File: src/hdl/bst_pkg.sv
// shared types and constants of the binary search table unit
package bst_pkg;

	// payload widths fixed by the item format
	localparam int VAL_W = 32;
	localparam int IDX_W = 3;
	localparam int POS_W = 3;

	// entries that a load can reach through its index field
	localparam int ADDR_REACH = 1 << IDX_W;

	// opcodes of an input item
	localparam logic OP_LOAD   = 1'b0;
	localparam logic OP_SEARCH = 1'b1;

	// commands from the controller to the datapath
	typedef struct packed {
		logic load_en;
		logic start;
		logic step;
		logic finish;
	} bst_cmd_t;

	// status from the datapath to the controller
	typedef struct packed {
		logic done;
		logic hit;
	} bst_sts_t;

endpackage

File: src/hdl/bst_if.sv
// request and response channel interfaces of the binary search table unit
interface bst_req_if
	import bst_pkg::*;
();
	logic                    valid;
	logic                    ready;
	logic                    opcode;
	logic [IDX_W-1:0]        entry_index;
	logic signed [VAL_W-1:0] item_value;

	modport source (output valid, opcode, entry_index, item_value, input ready);
	modport sink (input valid, opcode, entry_index, item_value, output ready);
endinterface

interface bst_rsp_if
	import bst_pkg::*;
();
	logic             valid;
	logic             ready;
	logic             found;
	logic [POS_W-1:0] position;

	modport source (output valid, found, position, input ready);
	modport sink (input valid, found, position, output ready);
endinterface

File: src/hdl/bst_ctrl.sv
// controller state machine of the binary search table unit
module bst_ctrl
	import bst_pkg::*;
(
	input  logic     clk,
	input  logic     arst_n,
	input  logic     req_valid,
	input  logic     req_opcode,
	output logic     req_ready,
	output logic     rsp_valid,
	input  logic     rsp_ready,
	input  bst_sts_t sts,
	output bst_cmd_t cmd
);

	typedef enum logic {
		ST_IDLE,
		ST_SEARCH
	} state_t;

	state_t state_q;
	logic   rsp_valid_q;
	logic   out_free;

	// take a new item only between searches
	assign req_ready = (state_q == ST_IDLE);
	assign rsp_valid = rsp_valid_q;
	assign out_free  = !rsp_valid_q || rsp_ready;

	// command decode
	always_comb begin
		cmd.load_en = req_valid && req_ready && (req_opcode == OP_LOAD);
		cmd.start   = req_valid && req_ready && (req_opcode == OP_SEARCH);
		cmd.step    = (state_q == ST_SEARCH) && !sts.done;
		cmd.finish  = (state_q == ST_SEARCH) && sts.done && out_free;
	end

	// state and output valid
	always_ff @(posedge clk or negedge arst_n) begin
		if (!arst_n) begin
			state_q     <= ST_IDLE;
			rsp_valid_q <= 1'b0;
		end else begin
			case (state_q)
				ST_IDLE: begin
					if (cmd.start)
						state_q <= ST_SEARCH;
				end
				ST_SEARCH: begin
					if (cmd.finish)
						state_q <= ST_IDLE;
				end
				default: begin
					state_q <= ST_IDLE;
				end
			endcase
			if (cmd.finish)
				rsp_valid_q <= 1'b1;
			else if (rsp_ready)
				rsp_valid_q <= 1'b0;
		end
	end

endmodule

File: src/hdl/bst_dp.sv
// datapath of the binary search table unit: table, search bounds, result register
module bst_dp
	import bst_pkg::*;
#(
	parameter int TABLE_SIZE = 8
) (
	input  logic                    clk,
	input  logic                    arst_n,
	input  bst_cmd_t                cmd,
	output bst_sts_t                sts,
	input  logic [IDX_W-1:0]        entry_index,
	input  logic signed [VAL_W-1:0] item_value,
	output logic                    found,
	output logic [POS_W-1:0]        position
);

	// only the first entries are reachable by a load, the rest stay zero
	localparam int NSTORE = (TABLE_SIZE < ADDR_REACH) ? TABLE_SIZE : ADDR_REACH;
	localparam int SIW    = (NSTORE > 1) ? $clog2(NSTORE) : 1;
	// bounds run from 0 to TABLE_SIZE
	localparam int W      = $clog2(TABLE_SIZE + 1);

	logic signed [VAL_W-1:0] table_q [NSTORE];
	logic signed [VAL_W-1:0] key_q;
	logic [W-1:0]            lo_q;
	logic [W-1:0]            hi_p1_q;
	logic                    found_q;
	logic [POS_W-1:0]        position_q;

	logic [W:0]              mid_sum;
	logic [W-1:0]            mid;
	logic signed [VAL_W-1:0] probe;
	logic                    in_range;
	logic                    eq;

	// midpoint of the live range, upper bound kept as hi plus one
	assign in_range = (lo_q < hi_p1_q);
	assign mid_sum  = {1'b0, lo_q} + {1'b0, hi_p1_q} - {{W{1'b0}}, 1'b1};
	assign mid      = mid_sum[W:1];

	// probe read, entries beyond the stored ones are zero
	always_comb begin
		if (32'(mid) < NSTORE)
			probe = table_q[mid[SIW-1:0]];
		else
			probe = '0;
	end

	assign eq       = (probe == key_q);
	assign sts.hit  = in_range && eq;
	assign sts.done = !in_range || eq;

	// table writes, ignored beyond the table
	always_ff @(posedge clk or negedge arst_n) begin
		if (!arst_n) begin
			for (int i = 0; i < NSTORE; i++)
				table_q[i] <= '0;
		end else if (cmd.load_en && (32'(entry_index) < TABLE_SIZE)) begin
			table_q[entry_index[SIW-1:0]] <= item_value;
		end
	end

	// search bounds and key
	always_ff @(posedge clk) begin
		if (cmd.start) begin
			key_q   <= item_value;
			lo_q    <= '0;
			hi_p1_q <= W'(TABLE_SIZE);
		end else if (cmd.step) begin
			if (probe > key_q)
				hi_p1_q <= mid;
			else
				lo_q <= mid + {{(W-1){1'b0}}, 1'b1};
		end
	end

	// result register
	always_ff @(posedge clk) begin
		if (cmd.finish) begin
			found_q    <= sts.hit;
			position_q <= sts.hit ? POS_W'(mid) : '0;
		end
	end

	assign found    = found_q;
	assign position = position_q;

endmodule

File: src/hdl/binary_search_table_unit.sv
// top level of the binary search table unit
//
// Holds a table of TABLE_SIZE signed 32-bit entries, all zero after reset.
// Items arrive on the req channel (valid/ready). A load item (opcode 0)
// writes item_value at entry_index in the cycle it is accepted and gives
// no result; an index beyond the table leaves the table unchanged.
// A search item (opcode 1) runs a binary search for item_value and gives
// one result on the rsp channel: found and the matching position (zero
// when nothing matched). The table is assumed sorted ascending.
// A search probes one entry per cycle, at most floor(log2(TABLE_SIZE))+1
// probes (four for eight entries). A match ends the search on that probe;
// a miss ends once a further step sees the empty range. The result is
// valid after the edge that ends the search, and req.ready rises with it.
// Loads are taken back to back; req.ready is low while a search runs.
// The result sits in an output register, so a new item is taken while it
// waits. If rsp stalls, a finished search holds until the register frees.
// Reset clears the table, drops rsp.valid and returns to idle.
module binary_search_table_unit
	import bst_pkg::*;
#(
	parameter int TABLE_SIZE = 8
) (
	input  logic   clk,
	input  logic   arst_n,
	bst_req_if.sink   req,
	bst_rsp_if.source rsp
);

	bst_cmd_t cmd;
	bst_sts_t sts;

	// sequencing
	bst_ctrl u_ctrl (
		.clk        (clk),
		.arst_n     (arst_n),
		.req_valid  (req.valid),
		.req_opcode (req.opcode),
		.req_ready  (req.ready),
		.rsp_valid  (rsp.valid),
		.rsp_ready  (rsp.ready),
		.sts        (sts),
		.cmd        (cmd)
	);

	// table and search datapath
	bst_dp #(
		.TABLE_SIZE (TABLE_SIZE)
	) u_dp (
		.clk         (clk),
		.arst_n      (arst_n),
		.cmd         (cmd),
		.sts         (sts),
		.entry_index (req.entry_index),
		.item_value  (req.item_value),
		.found       (rsp.found),
		.position    (rsp.position)
	);

	// at most one command per cycle
	assert property (@(posedge clk) disable iff (!arst_n)
		$onehot0({cmd.load_en, cmd.start, cmd.step, cmd.finish}))
		else $error("more than one datapath command in a cycle");

	// a finished search never overwrites a waiting result
	assert property (@(posedge clk) disable iff (!arst_n)
		(rsp.valid && !rsp.ready) |-> !cmd.finish)
		else $error("result overwritten while stalled");

	// starting a search closes the input
	assert property (@(posedge clk) disable iff (!arst_n)
		cmd.start |=> !req.ready)
		else $error("input open right after a search started");

	// a miss reports position zero
	assert property (@(posedge clk) disable iff (!arst_n)
		(rsp.valid && !rsp.found) |-> (rsp.position == '0))
		else $error("nonzero position on a miss");

endmodule

File: src/flat_wrapper.sv
// flat-port wrapper written by rule: the top's interface ports become plain ports
module binary_search_table_unit_flat import bst_pkg::*;
#(
	parameter int TABLE_SIZE = 8
)
  (clk, arst_n, req_valid, req_opcode, req_entry_index, req_item_value, req_ready, rsp_valid, rsp_found, rsp_position, rsp_ready);
  bst_req_if req_i ();
  bst_rsp_if rsp_i ();
  input  logic clk;
  input  logic arst_n;
  input wire logic [$bits(req_i.valid)-1:0] req_valid;
  input wire logic [$bits(req_i.opcode)-1:0] req_opcode;
  input wire logic [$bits(req_i.entry_index)-1:0] req_entry_index;
  input wire logic [$bits(req_i.item_value)-1:0] req_item_value;
  output wire logic [$bits(req_i.ready)-1:0] req_ready;
  output wire logic [$bits(rsp_i.valid)-1:0] rsp_valid;
  output wire logic [$bits(rsp_i.found)-1:0] rsp_found;
  output wire logic [$bits(rsp_i.position)-1:0] rsp_position;
  input wire logic [$bits(rsp_i.ready)-1:0] rsp_ready;
  assign req_i.valid = req_valid;
  assign req_i.opcode = req_opcode;
  assign req_i.entry_index = req_entry_index;
  assign req_i.item_value = req_item_value;
  assign req_ready = req_i.ready;
  assign rsp_valid = rsp_i.valid;
  assign rsp_found = rsp_i.found;
  assign rsp_position = rsp_i.position;
  assign rsp_i.ready = rsp_ready;
  binary_search_table_unit #(.TABLE_SIZE(TABLE_SIZE)) u_core (.clk(clk), .arst_n(arst_n), .req(req_i), .rsp(rsp_i));
endmodule
File: config.mk
export PLATFORM = sky130hd
export DESIGN_NAME = binary_search_table_unit_flat
export DESIGN_NICKNAME = d
export VERILOG_FILES = /design/src/hdl/bst_pkg.sv /design/src/hdl/bst_if.sv /design/src/hdl/bst_ctrl.sv /design/src/hdl/bst_dp.sv /design/src/hdl/binary_search_table_unit.sv /design/src/flat_wrapper.sv
export SDC_FILE = /design/constraint.sdc
export NUM_CORES = 1
export LEC_CHECK = 0
export BUFFER_PORTS_ARGS = -buffer_cell sky130_fd_sc_hd__buf_4
export CAP_MARGIN = 0
export CORE_AREA = 2 2 241 124
export CTS_BUF_LIST = sky130_fd_sc_hd__clkbuf_8
export DETAILED_ROUTE_END_ITERATION = 6
export DIE_AREA = 0 0 243 126
export MAX_ROUTING_LAYER = met4
export PLACE_DENSITY_LB_ADDON = 0.1
export SETUP_SLACK_MARGIN = 0.2
export SLEW_MARGIN = 10
export SYNTH_ARGS = -nofsm -noshare
export SYNTH_HDL_FRONTEND = slang
export SYNTH_HIERARCHICAL = 1
export SYNTH_SLANG_ARGS = --single-unit
export TNS_END_PERCENT = 50
File: constraint.sdc
create_clock -name clk -period 6.7 [get_ports clk]
set_input_delay 0.335 -clock clk [delete_from_list [all_inputs] [get_ports clk]]
set_output_delay 0.335 -clock clk [all_outputs]
set_load 0.01 [all_outputs]
# After elaboration in Yosys (flattened, before gate mapping)
# Cells that the tools add are included.
dict set report classes {
  n_addsub 3
  multipliers 0
  div 0
  order_cmp 6
  n_eq_ne 1
  shift 0
  n_mux 12
  bitwise_logic 5
  n_reduce_logical 16
}
# op n
set ops {}
lappend ops {{bitwise mux 256 bit} 1}
lappend ops {{2-to-1 mux 32 bit} 4}
lappend ops {{binary-select mux 32 bit (select 3 bit)} 1}
lappend ops {{demux 32 bit (select 3 bit)} 1}
lappend ops {{== test 32 bit} 1}
lappend ops {{> comparator 32 bit} 1}
lappend ops {{>= comparator 4 bit (second input constant)} 2}
lappend ops {{logical AND 1 bit} 8}
lappend ops {{inverter 3 -> 4 bit} 2}
lappend ops {{adder 4 x 4 -> 5 bit} 1}
lappend ops {{subtractor 5 x 1 -> 5 bit (second input constant)} 1}
lappend ops {{adder 4 x 1 -> 4 bit (second input constant)} 1}
lappend ops {{< comparator 4 x 1 -> 1 bit (second input constant)} 1}
lappend ops {{< comparator 4 bit} 1}
lappend ops {{< comparator 4 bit (second input constant)} 1}
lappend ops {{2-to-1 mux 1 bit} 4}
lappend ops {{AND reduction 2 bit} 2}
lappend ops {{zero test 1 bit} 3}
lappend ops {{inverter 1 bit} 3}
lappend ops {{logical OR 1 bit} 2}
lappend ops {{case mux 1 bit (2 select lines)} 1}
lappend ops {{nonzero test 2 bit} 1}
dict set report totals {
  register_bits 302
  latchBits 0
  ram_bits 0
  rom_bits 0
  input_bits 40
  output_inout_bits 6
  wordCells 58
  memories 0
}

# Logic depth before layout (Yosys ltp)
# Gate-level depths: netlist (run 1).
dict set report depth {
  ltp_word 13
  depth_mapped 20
  mapped_depth_nobuf 18
}

# By module
# Netlist (run 1), hierarchy kept.
# module instances cells_each area_per_inst_um2 seq_area_each_um2
set modules_own_cells {}
lappend modules_own_cells {bst_dp 1 965 14033.5 7647.3}
lappend modules_own_cells {bst_ctrl 1 12 102.6 50.0}

# Worst setup path before layout (run 1)
# Ideal clock, no wire load.
dict set report synth_timing {
  path_kind {reg-to-reg}
  startpoint {register u_core.u_dp.lo_q[1]}
  endpoint {register u_core.u_dp.hi_p1_q[2]}
  setup_time_ns 0.137
  arrival_ns 4.282
  t_required_ns 6.563
  slack_ns 2.281
  path_stages_with_launch 21
  n_path_buf 2
  synth_period_minus_slack_ns 4.419
  path_cell_list {dfxtp_1 > inv_1 > ha_1 > inv_1 > ha_1 > fa_1 > buf_2 > clkbuf_1 > mux4_2 > nand2_1 > a21oi_1 > ha_1 > nand4_2 > nor4_4 > nand2_1 > nand2_1 > nor2_1 > or2b_1 > or3_1 > nand2_1 > a211oi_1}
}
# item line
set synth_rtl {}
lappend synth_rtl {{start: declaration} bst_dp.sv:25} ;# logic [W-1:0] lo_q;
lappend synth_rtl {{start signal: assignment} bst_dp.sv:73} ;# lo_q <= mid + {{(W-1){1'b0}}, 1'b1};
lappend synth_rtl {{end signal: assignment} bst_dp.sv:68} ;# hi_p1_q <= W'(TABLE_SIZE);
lappend synth_rtl {{end signal: assignment} bst_dp.sv:71} ;# hi_p1_q <= mid;
lappend synth_rtl {{end: declaration} bst_dp.sv:26} ;# logic [W-1:0] hi_p1_q;

==> impl_metrics.json, run 1 <==
{
  "status": "completed",
  "slew_headroom_pct": 35.5,
  "clk_latency_ns": 0.58,
  "period_minus_slack_ns": 5.04,
  "start_util_pct": 49.6,
  "clock_path_buffers": 3,
  "dieArea_sq_mm": 0.0306,
  "dieWidth_um": 243,
  "yosysWarnings": 6,
  "final_area_sq_mm": 0.0161,
  "port_buffers": 45,
  "cts_buffers": 44,
  "synth.ff_latch_count": 302,
  "slew_violations": 0,
  "die_y_um": 126,
  "use_met2_pct": 30.6,
  "nets": 1147,
  "synthCells": 977,
  "synth_edf_count": 36,
  "ys_seq_area_share_pct": 54.5,
  "synth_nets": 1060,
  "required_ns": 7.16,
  "drtAntennaViolNets": 0,
  "max_freq_mhz": 199,
  "met1_usage_pct": 37.6,
  "synth_top_area_share_pct": 45.7,
  "use_met3_pct": 4.16,
  "final.setup.tns_ns": 0,
  "syn2layout_area_growth_pct": 14.0,
  "hold_start": "req_item_value[14]",
  "drive_gt1_share_pct": 41.0,
  "skew_ns": 0.0172,
  "wirelength_um": 33100,
  "gp_congestion": 0.782,
  "rrSetupSlack_ns": 1.66,
  "cts.sinks": 302,
  "holdCritPathClass": "in -> reg",
  "postCtsSetupBuffers": 0,
  "yosysTopAreaCell": "dfrtp_1",
  "synth_area_sq_mm": 0.0141,
  "avgSynthCellArea_sq_um": 14.5,
  "fin_crit_sh_pct": 75.2,
  "max_cap_viol_count": 0,
  "grt_max_degree": 165,
  "cts-root-buf": "clkbuf_8",
  "cpMaxStageDelayCell": "fa_4",
  "layout_common_cells": "dfrtp_1 (258), mux2_2 (248), nand2_1 (77)",
  "rsz0062_at_grt": "false",
  "coreArea_sq_mm": 0.0285,
  "final_util_pct": 56.5,
  "fill_cells": 2400,
  "synth_flop_cell": "dfrtp_1",
  "grt.busiest_layer": "met1",
  "drt_pass1_iterations": 5,
  "n_antenna_cell": 0,
  "ios": 46,
  "setup_viol": 0,
  "cts.clk_slew.worst_paths_ns": 0.06,
  "crit_arrival_ns": 5.50,
  "r2r-start": "u_core/u_dp/lo_q[1]",
  "cts_resized": 0,
  "placed_area_sq_mm": 0.0150,
  "worstMarginPinSlew_ns": 0.963,
  "critPathMaxFanout": 68,
  "grt_usage_pct": 23.4,
  "critPathKind": "reg -> reg",
  "path_cells": "inv_1 -> ha_1 -> inv_1 -> ha_4 -> fa_4 -> buf_12 -> mux4_2 -> nand2_1 -> a21oi_1 -> ha_1 -> nand4_1 -> nor4_4 -> nand2_1 -> nand2_1 -> nor2_1 -> or2b_1 -> or3_1 -> nand2_1 -> a211o_1",
  "dp_hpwl_um": 19000,
  "cts_tree": "built",
  "cp_common_cell": "nand2_1",
  "async_flop_share_pct": 85.4,
  "startpoint": "u_core/u_dp/lo_q[1]",
  "overflow": 0,
  "drc": 0,
  "synth_area_leaders": "dfrtp_1 (46%), mux2_2 (20%), mux4_2 (10%), edfxtp_1 (7.6%), ha_1 (3.7%)",
  "cp-end-kind": "register",
  "antenna_found_initial": 0,
  "htree_levels": 2,
  "finalHoldViolations": 0,
  "ctsHoldBuffers": 32,
  "first_iter_violations": 557,
  "rows": 44,
  "post_drt_wl_per_cell_um": 22.2,
  "grt_pass1_vias": 8558,
  "final_common_cell": "dfrtp_1",
  "crit_path_start_kind": "register",
  "grt_pass1_wl_um": 52800,
  "slowest_delay_ns": 0.76,
  "vias": 8306,
  "detail_route.vias_per_cell": 5.57,
  "synth_cell_type_count": 55
}
## worst max-delay path, delay by kind of cell (launching register included)
family | cells | cell delay [ns]
compound gates | 2 | 0.37
simple gates | 9 | 1.68
fa+ha+maj | 4 | 1.55
flops | 1 | 0.36
mux | 1 | 0.38
buf+inv | 3 | 0.49
## cell families after synthesis
group / after synthesis / share of synthesized area (%)
mux: 324 / 31.0
flops: 302 / 54.5
simple gates: 133 / 4.51
xor+xnor: 5 / 0.310
compound gates: 73 / 3.12
buf+inv: 97 / 2.77
fa+ha+maj: 43 / 3.86
## per-stage QoR
stage                     hold slack, ns  setup slack [ns]  cells
after CTS                       0.000294              1.68   1490
after global placement             0.397              1.79   1377
after detailed placement           0.393              1.71   1377
after floorplan                   0.0394              2.28    977
after global routing              0.0189              1.30   1490
final                             0.0515              1.66   1490
## worst paths after layout
check                                            to  depth (start not counted)
setup reg to reg             u_core/u_dp/hi_p1_q[3]                         19
hold / removal                u_core/u_dp/key_q[14]                          1
hold reg to reg            u_core/u_dp/table_q[217]                          1
min in group asynchronous  u_core/u_dp/table_q[148]                          2
setup / recovery             u_core/u_dp/hi_p1_q[3]                         19
max in group asynchronous  u_core/u_dp/table_q[227]                          3
## state kept, by name, indices dropped and copies added, names as in the netlist
signal / count
u_core/u_dp/key_q: 32
u_core/u_dp/lo_q: 4
u_core/u_dp/position: 3
u_core/u_ctrl/rsp_valid: 1
u_core/u_ctrl/state_q: 1
u_core/u_dp/hi_p1_q: 4
u_core/u_dp/table_q: 256
u_core/u_dp/found: 1
## synthesized netlist by cell type (3+ instances only)
master	n
nor3b_1	3
dfxtp_1	8
clkbuf_1	29
mux2_4	3
xnor2_1	3
nand4_1	8
mux2_1	8
buf_2	19
a21oi_1	50
mux2_2	248
ha_1	42
nor2_1	11
mux4_2	64
o21ai_0	5
nand4b_1	3
nand3_1	7
nand2_1	77
inv_1	44
dfrtp_1	258
buf_1	3
nand2b_1	4
edfxtp_1	36
nor3_1	6
## cell type report
| class | count | area, sq um | area share (%) |
|---|---|---|---|
| Sequential cell | 302 | 7700 | 47.8 |
| Multi-Input combinational cell | 578 | 6120 | 38.0 |
| Tap cell | 391 | 489 | 3.04 |
| Timing Repair Buffer | 93 | 823 | 5.11 |
| Clock inverter | 31 | 128 | 0.792 |
| Inverter | 45 | 169 | 1.05 |
| Clock buffer | 50 | 688 | 4.27 |
## layer usage
layer  vias to the layer above  wire length [um]
met3                        35              1380
met4                         0               434
met1                      4368             18000
met2                       154             13300
li1                       3749                 -
met5                         -                 0
Power of run 1 is not shown: default switching activity piles up to over one toggle a cycle in this logic, so the estimate is an artifact.
==> run 2: changes to the inputs <==
Clock period 6.7 ns to 4.75 ns, I/O delays scaled along.
==> impl_metrics.json, run 2 (synthesis gave the netlist of run 1 again) <==
{
  "status": "completed",
  "rsz0062_at_grt": "true",
  "critPathMaxFanout": 9,
  "met1Wirelength_um": 18900,
  "r2r-start": "u_core/u_dp/hi_p1_q[1]",
  "period_minus_slack_ns": 4.55,
  "cts_buffers": 46,
  "drtAntennaViolNets": 0,
  "rows": 44,
  "dp_hpwl_um": 20100,
  "cts_tree": "built",
  "fin_crit_sh_pct": 95.9,
  "whs_ns": 0.297,
  "largest_register_ffs": 256,
  "final.setup.tns_ns": 0,
  "n_antenna_cell": 0,
  "dieWidth_um": 243,
  "syn2layout_area_growth_pct": 22.0,
  "max_freq_mhz": 220,
  "dr_wl_met3_um": 1670,
  "start_util_pct": 49.6,
  "htree_levels": 2,
  "drc": 0,
  "clock_path_buffers": 3,
  "crit_path_start_kind": "register",
  "routed.top_layer": "met4",
  "worstMarginPinSlew_ns": 1.02,
  "grt_pass1_vias": 8722,
  "cp-end-kind": "register",
  "largest_register": "u_core/u_dp/table_q",
  "die_y_um": 126,
  "cts.clk_slew.worst_paths_ns": 0.06,
  "placed_area_sq_mm": 0.0152,
  "cts.sinks": 302,
  "antenna_found_initial": 0,
  "wirelength_um": 35600,
  "required_ns": 5.19,
  "max_cap_viol_count": 0,
  "grt_usage_pct": 24.4,
  "port_buffers": 45,
  "skew_ns": 0.0209,
  "finalHoldViolations": 0,
  "setup_viol": 0,
  "critPathKind": "reg -> reg",
  "vias": 8727,
  "detail_route.vias_per_cell": 5.61,
  "slew_headroom_pct": 31.9,
  "grt_pass1_wl_um": 54800,
  "final_common_cell": "dfrtp_1",
  "coreArea_sq_mm": 0.0285,
  "overflow": 0,
  "drive_gt1_share_pct": 48.6,
  "slew_violations": 0,
  "holdCritPathClass": "in -> async",
  "dieArea_sq_mm": 0.0306,
  "nets": 1212,
  "gp_congestion": 0.764,
  "reg2regPathDepth": 22,
  "instances_no_fill": 1557,
  "grt_max_degree": 125,
  "crit_arrival_ns": 4.99,
  "rrSetupSlack_ns": 0.20,
  "final_area_sq_mm": 0.0172,
  "cts-root-buf": "clkbuf_8",
  "place_inst": 1401,
  "first_iter_violations": 598,
  "top_regs": "u_core/u_dp/table_q x256, u_core/u_dp/key_q x32",
  "wl_met2_um": 14400,
  "clk_latency_ns": 0.59,
  "drt_pass1_iterations": 5,
  "ios": 46,
  "layout_common_cells": "dfrtp_1 (258), mux2_2 (248), buf_4 (95)",
  "timing.rr.end": "u_core/u_dp/hi_p1_q[1]",
  "post_drt_wl_per_cell_um": 22.8
}
run 2: timing repair:
action                                  4_1_cts  5_1_grt
endpoints found under the setup margin        7       15
gates cloned                                  3        1
buffers inserted                             16       15
resized for setup                            20       42
pin swaps                                    16       29
endpoints found under the hold margin       412        0
hold buffers                                 37        0
run 2: layer usage:
layer	GRT usage [%]	vias to the layer above
met5	-	-
met4	4.98	0
met3	4.39	54
met2	31.7	198
met1	39.4	4571
li1	-	3904
run 2: cell type report:
| type | instances | area, sq um |
|---|---|---|
| clock buffers | 59 | 812 |
| clock inverters | 26 | 174 |
| fillers | 2262 | 11300 |
| inverters | 45 | 169 |
| multi-input cells | 578 | 6340 |
| flip-flops and latches | 302 | 7700 |
| well taps | 391 | 489 |
| repair buffers | 156 | 1560 |
run 2: worst max path at each step:
stage / from / to / depth (start not counted) / slack (ns)
6_report: u_core/u_dp/hi_p1_q[1] / u_core/u_dp/hi_p1_q[1] / 22 / 0.20
5_1_grt: u_core/u_dp/hi_p1_q[1] / u_core/u_dp/hi_p1_q[0] / 21 / 0.04
4_1_cts: u_core/u_dp/lo_q[1] / u_core/u_dp/hi_p1_q[3] / 21 / 0.21
3_5_place_dp: u_core/u_dp/lo_q[1] / u_core/u_dp/lo_q[0] / 16 / 0.09
3_3_place_gp: u_core/u_dp/lo_q[1] / u_core/u_dp/hi_p1_q[3] / 19 / 0.15
2_1_floorplan: u_core/u_dp/lo_q[1] / u_core/u_dp/hi_p1_q[2] / 20 / 0.33
run 2: stage by stage:
stage	utilization, %	setup slack, ns
6_report	60.5	0.197
5_1_grt	60.5	0.0413
4_1_cts	59.3	0.207
3_5_place_dp	53.5	0.0877
3_3_place_gp	53.5	0.155
2_1_floorplan	-	0.331
run 2: critical path, stage by stage (launching register included):
cell and delay, ns:
dfxtp_2 0.34, inv_2 0.05, ha_4 0.26, inv_2 0.04, ha_4 0.15, fa_4 0.83
buf_12 0.13, buf_16 0.14, buf_8 0.15, mux4_2 0.29, nand2_1 0.09, a21oi_2 0.08
ha_1 0.35, nand4_1 0.10, buf_4 0.17, nor4_4 0.06, nand2_1 0.10, nand2_2 0.09
nor2_4 0.15, or2b_1 0.29, or3_4 0.38, nand3_1 0.12, a21oi_2 0.05
Power of run 2 is left out for the same reason.
